[config.mk]
export PLATFORM = sky130hd
export DESIGN_NAME = iou_alarm_suppressor_flat
export DESIGN_NICKNAME = d
export VERILOG_FILES = /design/src/sv/ias_pkg.sv /design/src/sv/ias_box_if.sv /design/src/sv/ias_res_if.sv /design/src/sv/ias_cfg_if.sv /design/src/sv/iou_alarm_suppressor.sv /design/src/flat_wrapper.sv
export SDC_FILE = /design/constraint.sdc
export NUM_CORES = 2
export LEC_CHECK = 0
export BUFFER_PORTS_ARGS = -buffer_cell sky130_fd_sc_hd__buf_2
export CORE_MARGIN = 4
export CORE_UTILIZATION = 35
export CTS_BUF_LIST = sky130_fd_sc_hd__clkbuf_4
export CTS_CLUSTER_SIZE = 20
export DETAILED_ROUTE_END_ITERATION = 8
export HOLD_SLACK_MARGIN = 0.06
export PLACE_DENSITY_LB_ADDON = 0.3
export SYNTH_ARGS = -nofsm -noshare
export SYNTH_HDL_FRONTEND = slang
export SYNTH_SLANG_ARGS = --single-unit
[constraint.sdc]
create_clock -name i_clk -period 30 [get_ports i_clk]
set_clock_uncertainty 0.15 [all_clocks]
set_input_delay 4.5 -clock i_clk [delete_from_list [all_inputs] [get_ports i_clk]]
set_output_delay 4.5 -clock i_clk [all_outputs]
set_load 0.05 [all_outputs]
[src/sv/ias_pkg.sv]
// ----------------------------------------------------------------------------
// ias_pkg: shared types and constants of the alarm suppressor
// Widths of the configuration fields, result codes and sequencer states.
// ----------------------------------------------------------------------------
package ias_pkg;

    localparam int COORD_BITS_DEF = 16;
    localparam int STAMP_BITS_DEF = 48;

    // configuration fields
    localparam int THR_BITS      = 17;
    localparam int HOLD_BITS     = 17;
    localparam int CFG_IDX_BITS  = 2;
    localparam int CFG_DATA_BITS = 17;

    // hold time scaling, seconds to milliseconds
    localparam int MS_PER_SEC   = 1000;
    localparam int HOLD_MS_BITS = HOLD_BITS + 10;

    // threshold scale, Q1.16
    localparam int IOU_FRAC_BITS = 16;

    // register indexes
    localparam logic [CFG_IDX_BITS-1:0] CFG_ENABLE = CFG_IDX_BITS'(0);
    localparam logic [CFG_IDX_BITS-1:0] CFG_THR    = CFG_IDX_BITS'(1);
    localparam logic [CFG_IDX_BITS-1:0] CFG_HOLD   = CFG_IDX_BITS'(2);

    typedef enum logic [2:0] {
        CAUSE_BYPASS     = 3'd0,
        CAUSE_FIRST      = 3'd1,
        CAUSE_LOW_OVL    = 3'd2,
        CAUSE_HOLD_EXP   = 3'd3,
        CAUSE_SUPPRESSED = 3'd4,
        CAUSE_ZERO_UNION = 3'd5
    } t_cause;

    typedef enum logic [3:0] {
        S_IDLE,
        S_OVL,
        S_INTER,
        S_ANEW,
        S_AOLD,
        S_TLO,
        S_THI,
        S_DECIDE,
        S_RESULT
    } t_state;

endpackage

[src/sv/ias_box_if.sv]
// ----------------------------------------------------------------------------
// ias_box_if: detection box request channel
// Valid/ready channel carrying one box and its time stamp.
// ----------------------------------------------------------------------------
interface ias_box_if #(
    parameter int COORD_BITS = 16,
    parameter int STAMP_BITS = 48
);
    logic                  valid;
    logic                  ready;
    logic [COORD_BITS-1:0] box_x;
    logic [COORD_BITS-1:0] box_y;
    logic [COORD_BITS-1:0] box_width;
    logic [COORD_BITS-1:0] box_height;
    logic [STAMP_BITS-1:0] stamp_ms;

    modport source (
        output valid, box_x, box_y, box_width, box_height, stamp_ms,
        input  ready
    );
    modport sink (
        input  valid, box_x, box_y, box_width, box_height, stamp_ms,
        output ready
    );
endinterface

[src/sv/ias_res_if.sv]
// ----------------------------------------------------------------------------
// ias_res_if: decision result channel
// Valid/ready channel carrying the report flag and its cause code.
// ----------------------------------------------------------------------------
interface ias_res_if;
    logic       valid;
    logic       ready;
    logic       report;
    logic [2:0] cause;

    modport source (
        output valid, report, cause,
        input  ready
    );
    modport sink (
        input  valid, report, cause,
        output ready
    );
endinterface

[src/sv/ias_cfg_if.sv]
// ----------------------------------------------------------------------------
// ias_cfg_if: configuration write channel
// Valid/ready channel carrying a register index and write data.
// ----------------------------------------------------------------------------
interface ias_cfg_if;
    import ias_pkg::*;

    logic                     valid;
    logic                     ready;
    logic [CFG_IDX_BITS-1:0]  index;
    logic [CFG_DATA_BITS-1:0] data;

    modport source (
        output valid, index, data,
        input  ready
    );
    modport sink (
        input  valid, index, data,
        output ready
    );
endinterface

[src/sv/iou_alarm_suppressor.sv]
// ----------------------------------------------------------------------------
// iou_alarm_suppressor: repeated alarm suppression by box overlap and hold time
// Sequence: a box request steps through S_OVL, S_INTER, S_ANEW, S_AOLD,
//   S_TLO, S_THI, S_DECIDE and S_RESULT (bypass or empty history go straight
//   to S_RESULT), one box in flight; the shared 17x17 multiplier sets the steps.
//   The next box is taken while the previous result waits at the output.
// Reset: synchronous active low; clears config, history, enable tracking
//   and the output valid.
// ----------------------------------------------------------------------------
module iou_alarm_suppressor #(
    parameter int COORD_BITS = ias_pkg::COORD_BITS_DEF,
    parameter int STAMP_BITS = ias_pkg::STAMP_BITS_DEF
) (
    input  logic      i_clk,
    input  logic      i_rst_n,
    ias_cfg_if.sink   i_cfg,
    ias_box_if.sink   i_box,
    ias_res_if.source o_res
);
    import ias_pkg::*;

    // multiplier operand width: threshold and hold fields are the widest
    localparam int MW  = THR_BITS;
    localparam int PW  = 2 * MW;
    localparam int CE  = COORD_BITS + 1;          // coordinate plus extent
    localparam int AW  = 2 * COORD_BITS;          // one area
    localparam int UW  = 2 * COORD_BITS + 1;      // union of two areas
    localparam int RB  = 2 * COORD_BITS + THR_BITS + 1;  // compare width
    localparam int LW  = AW + IOU_FRAC_BITS;      // scaled intersection

    // configuration registers
    logic                  r_enable, n_enable;
    logic [THR_BITS-1:0]   r_thr, n_thr;
    logic [HOLD_BITS-1:0]  r_hold, n_hold;

    // history of the last reported box
    logic                  r_enable_seen, n_enable_seen;
    logic [COORD_BITS-1:0] r_lx, n_lx, r_ly, n_ly, r_lw, n_lw, r_lh, n_lh;
    logic [STAMP_BITS-1:0] r_lt, n_lt;

    // current box
    logic [COORD_BITS-1:0] r_bx, n_bx, r_by, n_by, r_bw, n_bw, r_bh, n_bh;
    logic [STAMP_BITS-1:0] r_bt, n_bt;

    // working registers
    logic [COORD_BITS-1:0] r_dx, n_dx, r_dy, n_dy;
    logic [AW-1:0]         r_inter, n_inter;
    logic [UW-1:0]         r_union, n_union;
    logic [RB-1:0]         r_rhs, n_rhs;
    logic [HOLD_MS_BITS-1:0] r_hold_ms, n_hold_ms;
    t_cause                r_cause, n_cause;

    // control
    t_state                r_state, n_state;
    logic                  r_out_valid, n_out_valid;
    t_cause                r_out_cause, n_out_cause;

    // shared multiplier
    logic [MW-1:0]         mul_a, mul_b;
    logic [PW-1:0]         mul_p;

    // overlap helpers
    logic [CE-1:0]         left_x, right_x, top_y, bottom_y;
    logic [CE-1:0]         end_lx, end_bx, end_ly, end_by;
    logic [LW-1:0]         inter_scaled;
    logic [STAMP_BITS-1:0] elapsed;
    logic                  box_acc, en_chg, hist_empty;

    assign mul_p = PW'(mul_a) * PW'(mul_b);

    assign i_cfg.ready  = 1'b1;
    assign i_box.ready  = (r_state == S_IDLE);
    assign box_acc      = i_box.valid && (r_state == S_IDLE);
    assign o_res.valid  = r_out_valid;
    assign o_res.cause  = r_out_cause;
    assign o_res.report = (r_out_cause != CAUSE_SUPPRESSED);

    // overlap extents of stored and current box
    assign end_lx   = CE'(r_lx) + CE'(r_lw);
    assign end_bx   = CE'(r_bx) + CE'(r_bw);
    assign end_ly   = CE'(r_ly) + CE'(r_lh);
    assign end_by   = CE'(r_by) + CE'(r_bh);
    assign left_x   = (r_lx > r_bx) ? CE'(r_lx) : CE'(r_bx);
    assign top_y    = (r_ly > r_by) ? CE'(r_ly) : CE'(r_by);
    assign right_x  = (end_lx < end_bx) ? end_lx : end_bx;
    assign bottom_y = (end_ly < end_by) ? end_ly : end_by;

    assign inter_scaled = {r_inter, {IOU_FRAC_BITS{1'b0}}};
    // older stamp than the stored one counts as no time elapsed
    assign elapsed      = (r_bt >= r_lt) ? (r_bt - r_lt) : '0;

    // enable change seen at request time clears the history first
    assign en_chg     = (r_enable != r_enable_seen);
    assign hist_empty = en_chg || ((r_lw == '0) && (r_lh == '0));

    always_comb begin
        n_enable      = r_enable;
        n_thr         = r_thr;
        n_hold        = r_hold;
        n_enable_seen = r_enable_seen;
        n_lx          = r_lx;
        n_ly          = r_ly;
        n_lw          = r_lw;
        n_lh          = r_lh;
        n_lt          = r_lt;
        n_bx          = r_bx;
        n_by          = r_by;
        n_bw          = r_bw;
        n_bh          = r_bh;
        n_bt          = r_bt;
        n_dx          = r_dx;
        n_dy          = r_dy;
        n_inter       = r_inter;
        n_union       = r_union;
        n_rhs         = r_rhs;
        n_hold_ms     = r_hold_ms;
        n_cause       = r_cause;
        n_state       = r_state;
        n_out_valid   = r_out_valid;
        n_out_cause   = r_out_cause;
        mul_a         = '0;
        mul_b         = '0;

        // register writes, ignored beyond the register list
        if (i_cfg.valid) begin
            case (i_cfg.index)
                CFG_ENABLE: n_enable = i_cfg.data[0];
                CFG_THR:    n_thr    = i_cfg.data[THR_BITS-1:0];
                CFG_HOLD:   n_hold   = i_cfg.data[HOLD_BITS-1:0];
                default:    ;
            endcase
        end

        // result taken downstream
        if (r_out_valid && o_res.ready) begin
            n_out_valid = 1'b0;
        end

        case (r_state)
            S_IDLE: begin
                if (box_acc) begin
                    n_bx = i_box.box_x;
                    n_by = i_box.box_y;
                    n_bw = i_box.box_width;
                    n_bh = i_box.box_height;
                    n_bt = i_box.stamp_ms;
                    n_enable_seen = r_enable;
                    if (en_chg) begin
                        n_lx = '0;
                        n_ly = '0;
                        n_lw = '0;
                        n_lh = '0;
                        n_lt = '0;
                    end
                    if (!r_enable || (r_thr == '0)) begin
                        n_cause = CAUSE_BYPASS;
                        n_state = S_RESULT;
                    end else if (hist_empty) begin
                        n_cause = CAUSE_FIRST;
                        n_lx    = i_box.box_x;
                        n_ly    = i_box.box_y;
                        n_lw    = i_box.box_width;
                        n_lh    = i_box.box_height;
                        n_lt    = i_box.stamp_ms;
                        n_state = S_RESULT;
                    end else begin
                        n_state = S_OVL;
                    end
                end
            end
            S_OVL: begin
                // side lengths of the intersection, zero when disjoint
                n_dx = (left_x < right_x) ? COORD_BITS'(right_x - left_x) : '0;
                n_dy = (top_y < bottom_y) ? COORD_BITS'(bottom_y - top_y) : '0;
                // hold time in ms while the multiplier is free
                mul_a     = MW'(r_hold);
                mul_b     = MW'(MS_PER_SEC);
                n_hold_ms = mul_p[HOLD_MS_BITS-1:0];
                n_state   = S_INTER;
            end
            S_INTER: begin
                mul_a   = MW'(r_dx);
                mul_b   = MW'(r_dy);
                n_inter = mul_p[AW-1:0];
                n_state = S_ANEW;
            end
            S_ANEW: begin
                mul_a   = MW'(r_bw);
                mul_b   = MW'(r_bh);
                n_union = UW'(mul_p[AW-1:0]);
                n_state = S_AOLD;
            end
            S_AOLD: begin
                // union = new area + stored area - intersection
                mul_a   = MW'(r_lw);
                mul_b   = MW'(r_lh);
                n_union = r_union + UW'(mul_p[AW-1:0]) - UW'(r_inter);
                n_state = S_TLO;
            end
            S_TLO: begin
                // threshold times union, low slice
                mul_a   = r_thr;
                mul_b   = MW'(r_union[COORD_BITS:0]);
                n_rhs   = RB'(mul_p);
                n_state = S_THI;
            end
            S_THI: begin
                // high slice, shifted into place
                mul_a   = r_thr;
                mul_b   = MW'(r_union[UW-1:COORD_BITS+1]);
                n_rhs   = r_rhs + (RB'(mul_p) << (COORD_BITS + 1));
                n_state = S_DECIDE;
            end
            S_DECIDE: begin
                n_state = S_RESULT;
                if (r_union == '0) begin
                    n_cause = CAUSE_ZERO_UNION;
                end else if (RB'(inter_scaled) >= r_rhs) begin
                    if (elapsed >= STAMP_BITS'(r_hold_ms)) begin
                        n_cause = CAUSE_HOLD_EXP;
                    end else begin
                        n_cause = CAUSE_SUPPRESSED;
                    end
                end else begin
                    n_cause = CAUSE_LOW_OVL;
                end
                // every outcome except suppression replaces the history
                if (!((r_union != '0) && (RB'(inter_scaled) >= r_rhs)
                      && (elapsed < STAMP_BITS'(r_hold_ms)))) begin
                    n_lx = r_bx;
                    n_ly = r_by;
                    n_lw = r_bw;
                    n_lh = r_bh;
                    n_lt = r_bt;
                end
            end
            S_RESULT: begin
                // wait for the output register to free up
                if (!r_out_valid || o_res.ready) begin
                    n_out_valid = 1'b1;
                    n_out_cause = r_cause;
                    n_state     = S_IDLE;
                end
            end
            default: begin
                n_state = S_IDLE;
            end
        endcase
    end

    // control and history registers
    always_ff @(posedge i_clk) begin
        if (!i_rst_n) begin
            r_state       <= S_IDLE;
            r_out_valid   <= 1'b0;
            r_enable      <= 1'b0;
            r_thr         <= '0;
            r_hold        <= '0;
            r_enable_seen <= 1'b0;
            r_lx          <= '0;
            r_ly          <= '0;
            r_lw          <= '0;
            r_lh          <= '0;
            r_lt          <= '0;
        end else begin
            r_state       <= n_state;
            r_out_valid   <= n_out_valid;
            r_enable      <= n_enable;
            r_thr         <= n_thr;
            r_hold        <= n_hold;
            r_enable_seen <= n_enable_seen;
            r_lx          <= n_lx;
            r_ly          <= n_ly;
            r_lw          <= n_lw;
            r_lh          <= n_lh;
            r_lt          <= n_lt;
        end
    end

    // payload and working registers
    always_ff @(posedge i_clk) begin
        r_bx        <= n_bx;
        r_by        <= n_by;
        r_bw        <= n_bw;
        r_bh        <= n_bh;
        r_bt        <= n_bt;
        r_dx        <= n_dx;
        r_dy        <= n_dy;
        r_inter     <= n_inter;
        r_union     <= n_union;
        r_rhs       <= n_rhs;
        r_hold_ms   <= n_hold_ms;
        r_cause     <= n_cause;
        r_out_cause <= n_out_cause;
    end

endmodule

[src/flat_wrapper.sv]
// flat-port wrapper written by rule: the top's interface ports become plain ports
module iou_alarm_suppressor_flat import ias_pkg::*;
#(
    parameter int COORD_BITS = ias_pkg::COORD_BITS_DEF,
    parameter int STAMP_BITS = ias_pkg::STAMP_BITS_DEF
)
  (i_clk, i_rst_n, i_cfg_valid, i_cfg_index, i_cfg_data, i_cfg_ready, i_box_valid, i_box_box_x, i_box_box_y, i_box_box_width, i_box_box_height, i_box_stamp_ms, i_box_ready, o_res_valid, o_res_report, o_res_cause, o_res_ready);
  ias_cfg_if i_cfg_i ();
  ias_box_if #(.COORD_BITS(COORD_BITS), .STAMP_BITS(STAMP_BITS)) i_box_i ();
  ias_res_if o_res_i ();
  input  logic i_clk;
  input  logic i_rst_n;
  input wire logic [$bits(i_cfg_i.valid)-1:0] i_cfg_valid;
  input wire logic [$bits(i_cfg_i.index)-1:0] i_cfg_index;
  input wire logic [$bits(i_cfg_i.data)-1:0] i_cfg_data;
  output wire logic [$bits(i_cfg_i.ready)-1:0] i_cfg_ready;
  input wire logic [$bits(i_box_i.valid)-1:0] i_box_valid;
  input wire logic [$bits(i_box_i.box_x)-1:0] i_box_box_x;
  input wire logic [$bits(i_box_i.box_y)-1:0] i_box_box_y;
  input wire logic [$bits(i_box_i.box_width)-1:0] i_box_box_width;
  input wire logic [$bits(i_box_i.box_height)-1:0] i_box_box_height;
  input wire logic [$bits(i_box_i.stamp_ms)-1:0] i_box_stamp_ms;
  output wire logic [$bits(i_box_i.ready)-1:0] i_box_ready;
  output wire logic [$bits(o_res_i.valid)-1:0] o_res_valid;
  output wire logic [$bits(o_res_i.report)-1:0] o_res_report;
  output wire logic [$bits(o_res_i.cause)-1:0] o_res_cause;
  input wire logic [$bits(o_res_i.ready)-1:0] o_res_ready;
  assign i_cfg_i.valid = i_cfg_valid;
  assign i_cfg_i.index = i_cfg_index;
  assign i_cfg_i.data = i_cfg_data;
  assign i_cfg_ready = i_cfg_i.ready;
  assign i_box_i.valid = i_box_valid;
  assign i_box_i.box_x = i_box_box_x;
  assign i_box_i.box_y = i_box_box_y;
  assign i_box_i.box_width = i_box_box_width;
  assign i_box_i.box_height = i_box_box_height;
  assign i_box_i.stamp_ms = i_box_stamp_ms;
  assign i_box_ready = i_box_i.ready;
  assign o_res_valid = o_res_i.valid;
  assign o_res_report = o_res_i.report;
  assign o_res_cause = o_res_i.cause;
  assign o_res_i.ready = o_res_ready;
  iou_alarm_suppressor #(.COORD_BITS(COORD_BITS), .STAMP_BITS(STAMP_BITS)) u_core (.i_clk(i_clk), .i_rst_n(i_rst_n), .i_cfg(i_cfg_i), .i_box(i_box_i), .o_res(o_res_i));
endmodule
======== After elaboration in Yosys (flattened, before gate mapping) ========
Cells that the tools add are included.
word-level totals
  bits of input ports ..................... 136
  bits in latches ......................... 0
  ROM bits ................................ 0
  RAM bits ................................ 0
  register bits ........................... 445
  memories ................................ 0
  output and inout bits ................... 7
  logic and storage cells ................. 144
cells by class
  multiply operators ...................... 1
  multiplexer cells ....................... 54
  reductions and logical operators ........ 29
  bitwise operators ....................... 0
  eq/ne operators ......................... 16
  add/subtract/negate cells ............... 10
  divide/modulo/power cells ............... 0
  shift operators ......................... 0
  magnitude comparators ................... 10
operators by type and width
  cell                 count
  $mux W16             22
  $mux W48             6
  $pmux W16 S2         4
  $pmux W17 S6         1
  $pmux W50 S2         1
  $pmux W48 S2         1
  $pmux W17 S5         1
  $add A16 B16 Y17     4
  $pmux W33 S2         1
  $add A50 B50 Y50     1
  $ge A48 B50 Y1       1
  $ge A48 B27 Y1       1
  $ge A48 B48 Y1       1
  $lt A48 B27 Y1       1
  $sub A48 B48 Y48     1
  $pmux W4 S9          1
  $lt A16 B17 Y1       2
  $lt A17 B17 Y1       2
  $mul A17 B17 Y34     1
  $mux W17             2
  $add A33 B32 Y33     1
  $logic_not A33 Y1    1
  $reduce_bool A33 Y1  1
  $sub A33 B32 Y33     1
  other kinds (28)     61

======== Depth between registers and ports, before layout ========
  depth after elaboration ................. 7
  depth in mapped cells ................... 44
  depth with buffers taken out ............ 42

======== Worst setup path after synthesis ========
OpenSTA, ideal clock, no wires.
  path kind ............................... flip-flop to flip-flop
  start ................................... register u_core.r_state[0]
  end ..................................... register u_core.r_union[32] (data pin)
  period minus slack after synthesis ...... 11686 ps
  arrival time ............................ 11270 ps
  required time ........................... 29585 ps
  setup slack ............................. 18314 ps
  path buffers ............................ 3
  stages on the path, launching flop included .. 37
  library setup time ...................... 265 ps
  cell sequence ........................... dfxtp_1 -> clkbuf_1 -> nand2b_1 -> nor3_1 -> clkbuf_1 -> nand2_1 -> nand4_1 -> clkbuf_1 -> nand2_1 -> fa_1 -> fa_1 -> fa_1 -> fa_1 -> inv_1 -> fa_1 -> inv_1 -> fa_1 -> inv_1 -> ha_1 -> or4_1 -> a31o_2 -> a21o_1 -> nor3_1 -> o21bai_1 -> a21o_1 -> a21oi_1 -> xnor2_1 -> fa_1 -> ha_1 -> nor2b_1 -> o21ai_0 -> nand2b_1 -> a41oi_1 -> o21ai_0 -> a31o_2 -> and4_1 -> or3_1
on the way
  word-level cells in the longest chain between the ends .. 7
  elaborated cells between the ends (all ways) .. 13
  classes of those cells .................. add/sub (2); mul (1); eq/ne (6); mux (3); reduce/logical (1)
ends and longest elaborated chain
  item                               line                         text
  start, declared                    iou_alarm_suppressor.sv:54   t_state r_state, n_state;
  start signal, assigned             iou_alarm_suppressor.sv:266  r_state <= n_state;
  $eq A4 B3 Y1                       iou_alarm_suppressor.sv:139  case (r_state)
  $reduce_or A2 Y1 (no source line)  --
  $pmux W17 S5                       iou_alarm_suppressor.sv:139
  $mul A17 B17 Y34 *                 iou_alarm_suppressor.sv:69   assign mul_p = PW'(mul_a) * PW'(mul_b);
  net u_core.mul_p[24]               iou_alarm_suppressor.sv:60   logic [PW-1:0] mul_p;
  $add A33 B32 Y33 *                 iou_alarm_suppressor.sv:197  n_union = r_union + UW'(mul_p[AW-1:0]) - UW'(r_inter);
  $sub A33 B32 Y33 *                 iou_alarm_suppressor.sv:197
  $pmux W33 S2 *                     iou_alarm_suppressor.sv:139
  end signal, assigned               iou_alarm_suppressor.sv:290  r_union <= n_union;
  end, declared                      iou_alarm_suppressor.sv:48   logic [UW-1:0] r_union, n_union;
The timed path passes the listed nets; every way through them passes the cells marked *.
A chain may end at the register's enable or synchronous reset.

======== Worst setup path after layout ========
  start ................................... register u_core.r_state[2]
  end ..................................... register u_core.r_union[32] (data pin)
Same word-level chain as after synthesis.

==> metrics.txt <==
sink count of the clock tree=around 450; Wirelength per Cell=19.8 microns; unrepaired setup endpoints after global routing=no; kind of path behind the tightest hold check=flop to flop; number of gates resized after cts=0; peak ir drop on the vdd network=0.0342 mV; Clk Latency, worst-skew pair=1100 ps; first drt pass iteration count=6; count of final max-slew check failures=0; Net Count, Synth=roughly 5800; vias per cell=~5.4; warnings from Yosys=0; reported leakage power=21.6 nW; area inside the core boundary=124000 sq um; proportion of register bits with asynchronous set or reset after synthesis=0; total via count after detailed routing=roughly 37000; Worst setup SP type=flop; pin count of the biggest net entering global routing=107; Pwr per Cell Area=between 30 and 40 nW/um^2; slowest cell on the critical path=nor3_2; CP Depth=37; start-to-end type of the worst setup path=flop to flop; endpoint of the most critical register-to-register path=u_core.r_union[32]$_SDFFCE_PP0P_; number of enable flip-flop cells after synthesis=about 290; final worst-path cycle share=0.397; launching element of the worst setup path=u_core.r_state[2]$_SDFFE_PN0P_; clock tree from TritonCTS=built; worst-path maximum fanout=39; synthesis-to-finish area growth=9.51%; wire length of the first global-routing pass=209 mm; commonest register cell after synthesis=edfxtp_1; Hold Path Origin=u_core.r_hold[15]$_SDFFE_PN0P_; share of the yosys chip area belonging to registers=0.270; residual antenna-violating net count after detailed routing=0; routed wire length=roughly 140 mm; Starting Density=0.353; Worst Hold End=u_core.r_hold[15]$_SDFFE_PN0P_; Top cell by count, worst path=fa_1; mean cell area of the mapped netlist=8.81 sq um; vias in the first global route=36300; cells on worst reg2reg path=37; arrival time at the worst endpoint=around 13000 ps; number of clock buffers inserted by TritonCTS=about 130; Syn Std Cell Area=roughly 44000 sq um; row cnt=about 130; critical path's top delay family=adder cells; Least-Margin Pin Slew=1370 ps; count of final hold-check violations=0; flop and latch count out of synthesis=around 450; buffers from clock root to sink, at most=3; Setup violations, final=0; Placer Congestion=0.938; final-layout worst hold slack=between 300 and 400 ps; layout filler cell count=12600; highest clock rate=83.9 MHz; max cap viols=0; number of primary I/O pins=143; port buffer count=141; die height=362 microns; post-route core utilization=0.387; number of design-rule violations left by the first detailed-router iteration=3072; startpoint of the most critical register-to-register path=u_core.r_state[2]$_SDFFE_PN0P_; number of antenna violations at the first check in global routing=13; Clock Tree Root=clkbuf_4; Syn Inst Count=between 4000 and 5000; crit path time final=11920 ps; # H-tree levels=4; critical path endpoint category=flop; post-CTS setup buffer count=0; Hold Crit Depth=2; synth unique cells=90; post-route setup TNS=0 ps; status=finished, final reports clean; required time at the worst-slack endpoint=about 30000 ps; floorplan die width=362 microns; Final #Nets=a little under 6000; worst slew margin relative to its limit=0.0846; HPWL reported at the end of detailed placement=104 mm; clock slew seen by the registers of the worst setup and hold paths=80 ps; Post-route DRC=0; internal reg-to-reg setup slack=~18000 ps; total overflow reported by the global router=0; number of buffer and inverter stages on the critical path=6; largest incremental delay on the critical path=1050 ps; share of cells above drive strength 1=0.0988; Overall Global Routing Usage=0.203; quantity of hold-fixing buffers added after cts=0; Die Area=around 130000 sq um
==> synth_stat cells, types with 39 or more instances <==
| cell type | count | area share |
|---|---|---|
| nand2_1 | 677 | 0.058 |
| inv_1 | 619 | 0.053 |
| ha_1 | 470 | 0.13 |
| nor2_1 | 300 | 0.026 |
| edfxtp_1 | 292 | 0.20 |
| fa_1 | 264 | 0.12 |
| a21oi_1 | 231 | 0.026 |
| nand3_1 | 206 | 0.024 |
| clkbuf_1 | 194 | 0.017 |
| o21ai_0 | 177 | 0.020 |
| dfxtp_1 | 153 | 0.070 |
| mux2i_1 | 148 | 0.034 |
| o211ai_1 | 133 | 0.023 |
| xnor2_1 | 111 | 0.022 |
| a21o_1 | 105 | 0.018 |
| nand4_1 | 78 | 0.011 |
| xor2_1 | 74 | 0.015 |
| nor3_1 | 49 | 0.0056 |
| mux2_2 | 46 | 0.012 |
| a21boi_0 | 44 | 0.0075 |
| a22oi_1 | 44 | 0.0075 |
| and2_1 | 44 | 0.0063 |
| nand2b_1 | 42 | 0.0060 |
| o21a_1 | 42 | 0.0072 |
| nor2b_1 | 39 | 0.0056 |
==> worst max path at each step <==
stage,to,slack [ps]
6_report,u_core.r_union[32]$_SDFFCE_PP0P_,18080
2_1_floorplan,u_core.r_union[32]$_SDFFCE_PP0P_,18310
4_1_cts,u_core.r_union[32]$_SDFFCE_PP0P_,18140
3_3_place_gp,u_core.r_union[32]$_SDFFCE_PP0P_,18310
3_5_place_dp,u_core.r_union[32]$_SDFFCE_PP0P_,18150
5_1_grt,u_core.r_union[32]$_SDFFCE_PP0P_,17350
==> through the flow <==
step,power (mW),instances,cell area (sq um),setup WS [ps]
after floorplan,0.858,4973,43800,18310
after global placement,0.923,6586,46200,18310
after detailed placement,0.926,6586,46200,18150
after CTS,1.55,6831,48000,18140
after global routing,1.61,6838,48000,17350
final,1.53,6840,48000,18080
==> worst min-delay path, stage by stage, from the launching register on <==
cell	delay, ps
dfxtp_1	310
nand2_1	50
a21boi_0	60
==> layout make-up <==
type,count,area (sq um),share of cell area
diodes,9,22.5,0.000469
flip-flops and latches,445,11800,0.247
multi-input cells,3688,28900,0.602
inverters,619,2330,0.0485
clock buffers,192,1440,0.0300
clock inverters,53,285,0.00595
well taps,1637,2050,0.0427
repair buffers,197,1130,0.0237
==> registers in the layout, indices dropped and copies added (netlist names), 17 cells and up <==
name	count
u_core.r_thr	17
u_core.r_union	33
u_core.r_hold_ms	27
u_core.r_lt	48
u_core.r_hold	17
u_core.r_inter	32
u_core.r_bt	48
u_core.r_rhs	50
==> logic make-up (layout without fill, tap and decap cells) <==
| group | after synthesis | in the layout | synth area share |
|---|---|---|---|
| simple gates | 1562 | 1562 | 0.163 |
| compound gates | 1012 | 1012 | 0.156 |
| buf+inv | 840 | 1061 | 0.0739 |
| fa+ha+maj | 734 | 734 | 0.255 |
| flops | 445 | 445 | 0.270 |
| mux | 194 | 194 | 0.0456 |
| xor+xnor | 185 | 185 | 0.0370 |
| other cells | 1 | 10 | 0.0000856 |
==> cell usage in the layout, fill, tap and decap left out, types with 21 or more instances in the layout <==
cell type and count:
a21boi_0 44, a21o_1 105, a21oi_1 231, a221o_1 33, a22oi_1 44, a31oi_1 21
and2_1 44, and4_1 25, buf_2 140, buf_4 56, clkbuf_4 192, clkinv_1 33
dfxtp_1 153, edfxtp_1 292, fa_1 264, ha_1 470, inv_1 618, mux2_2 46
mux2i_1 148, nand2_1 677, nand2b_1 41, nand3_1 206, nand4_1 78, nor2_1 297
nor2b_1 38, nor3_1 45, nor4_1 27, o211ai_1 133, o21a_1 41, o21ai_0 176
o21bai_1 38, or3_1 21, xnor2_1 108, xor2_1 73
==> per-layer routing <==
layer / vias to the layer above / track usage / routed length, microns
met5: - / 0 / 0
met4: 0 / 0.0788 / 5050
met3: 221 / 0.0347 / 9210
met2: 1246 / 0.330 / 61500
met1: 17800 / 0.271 / 59800
li1: 17600 / - / -
==> power by group <==
| part | leakage, nW | internal [mW] | switching, mW |
|---|---|---|---|
| clock | 1.02 | 0.315 | 0.301 |
| sequential | 3.81 | 0.667 | 0.0171 |
| combinational | 16.7 | 0.0908 | 0.140 |
(Power assumes the default switching activity.)
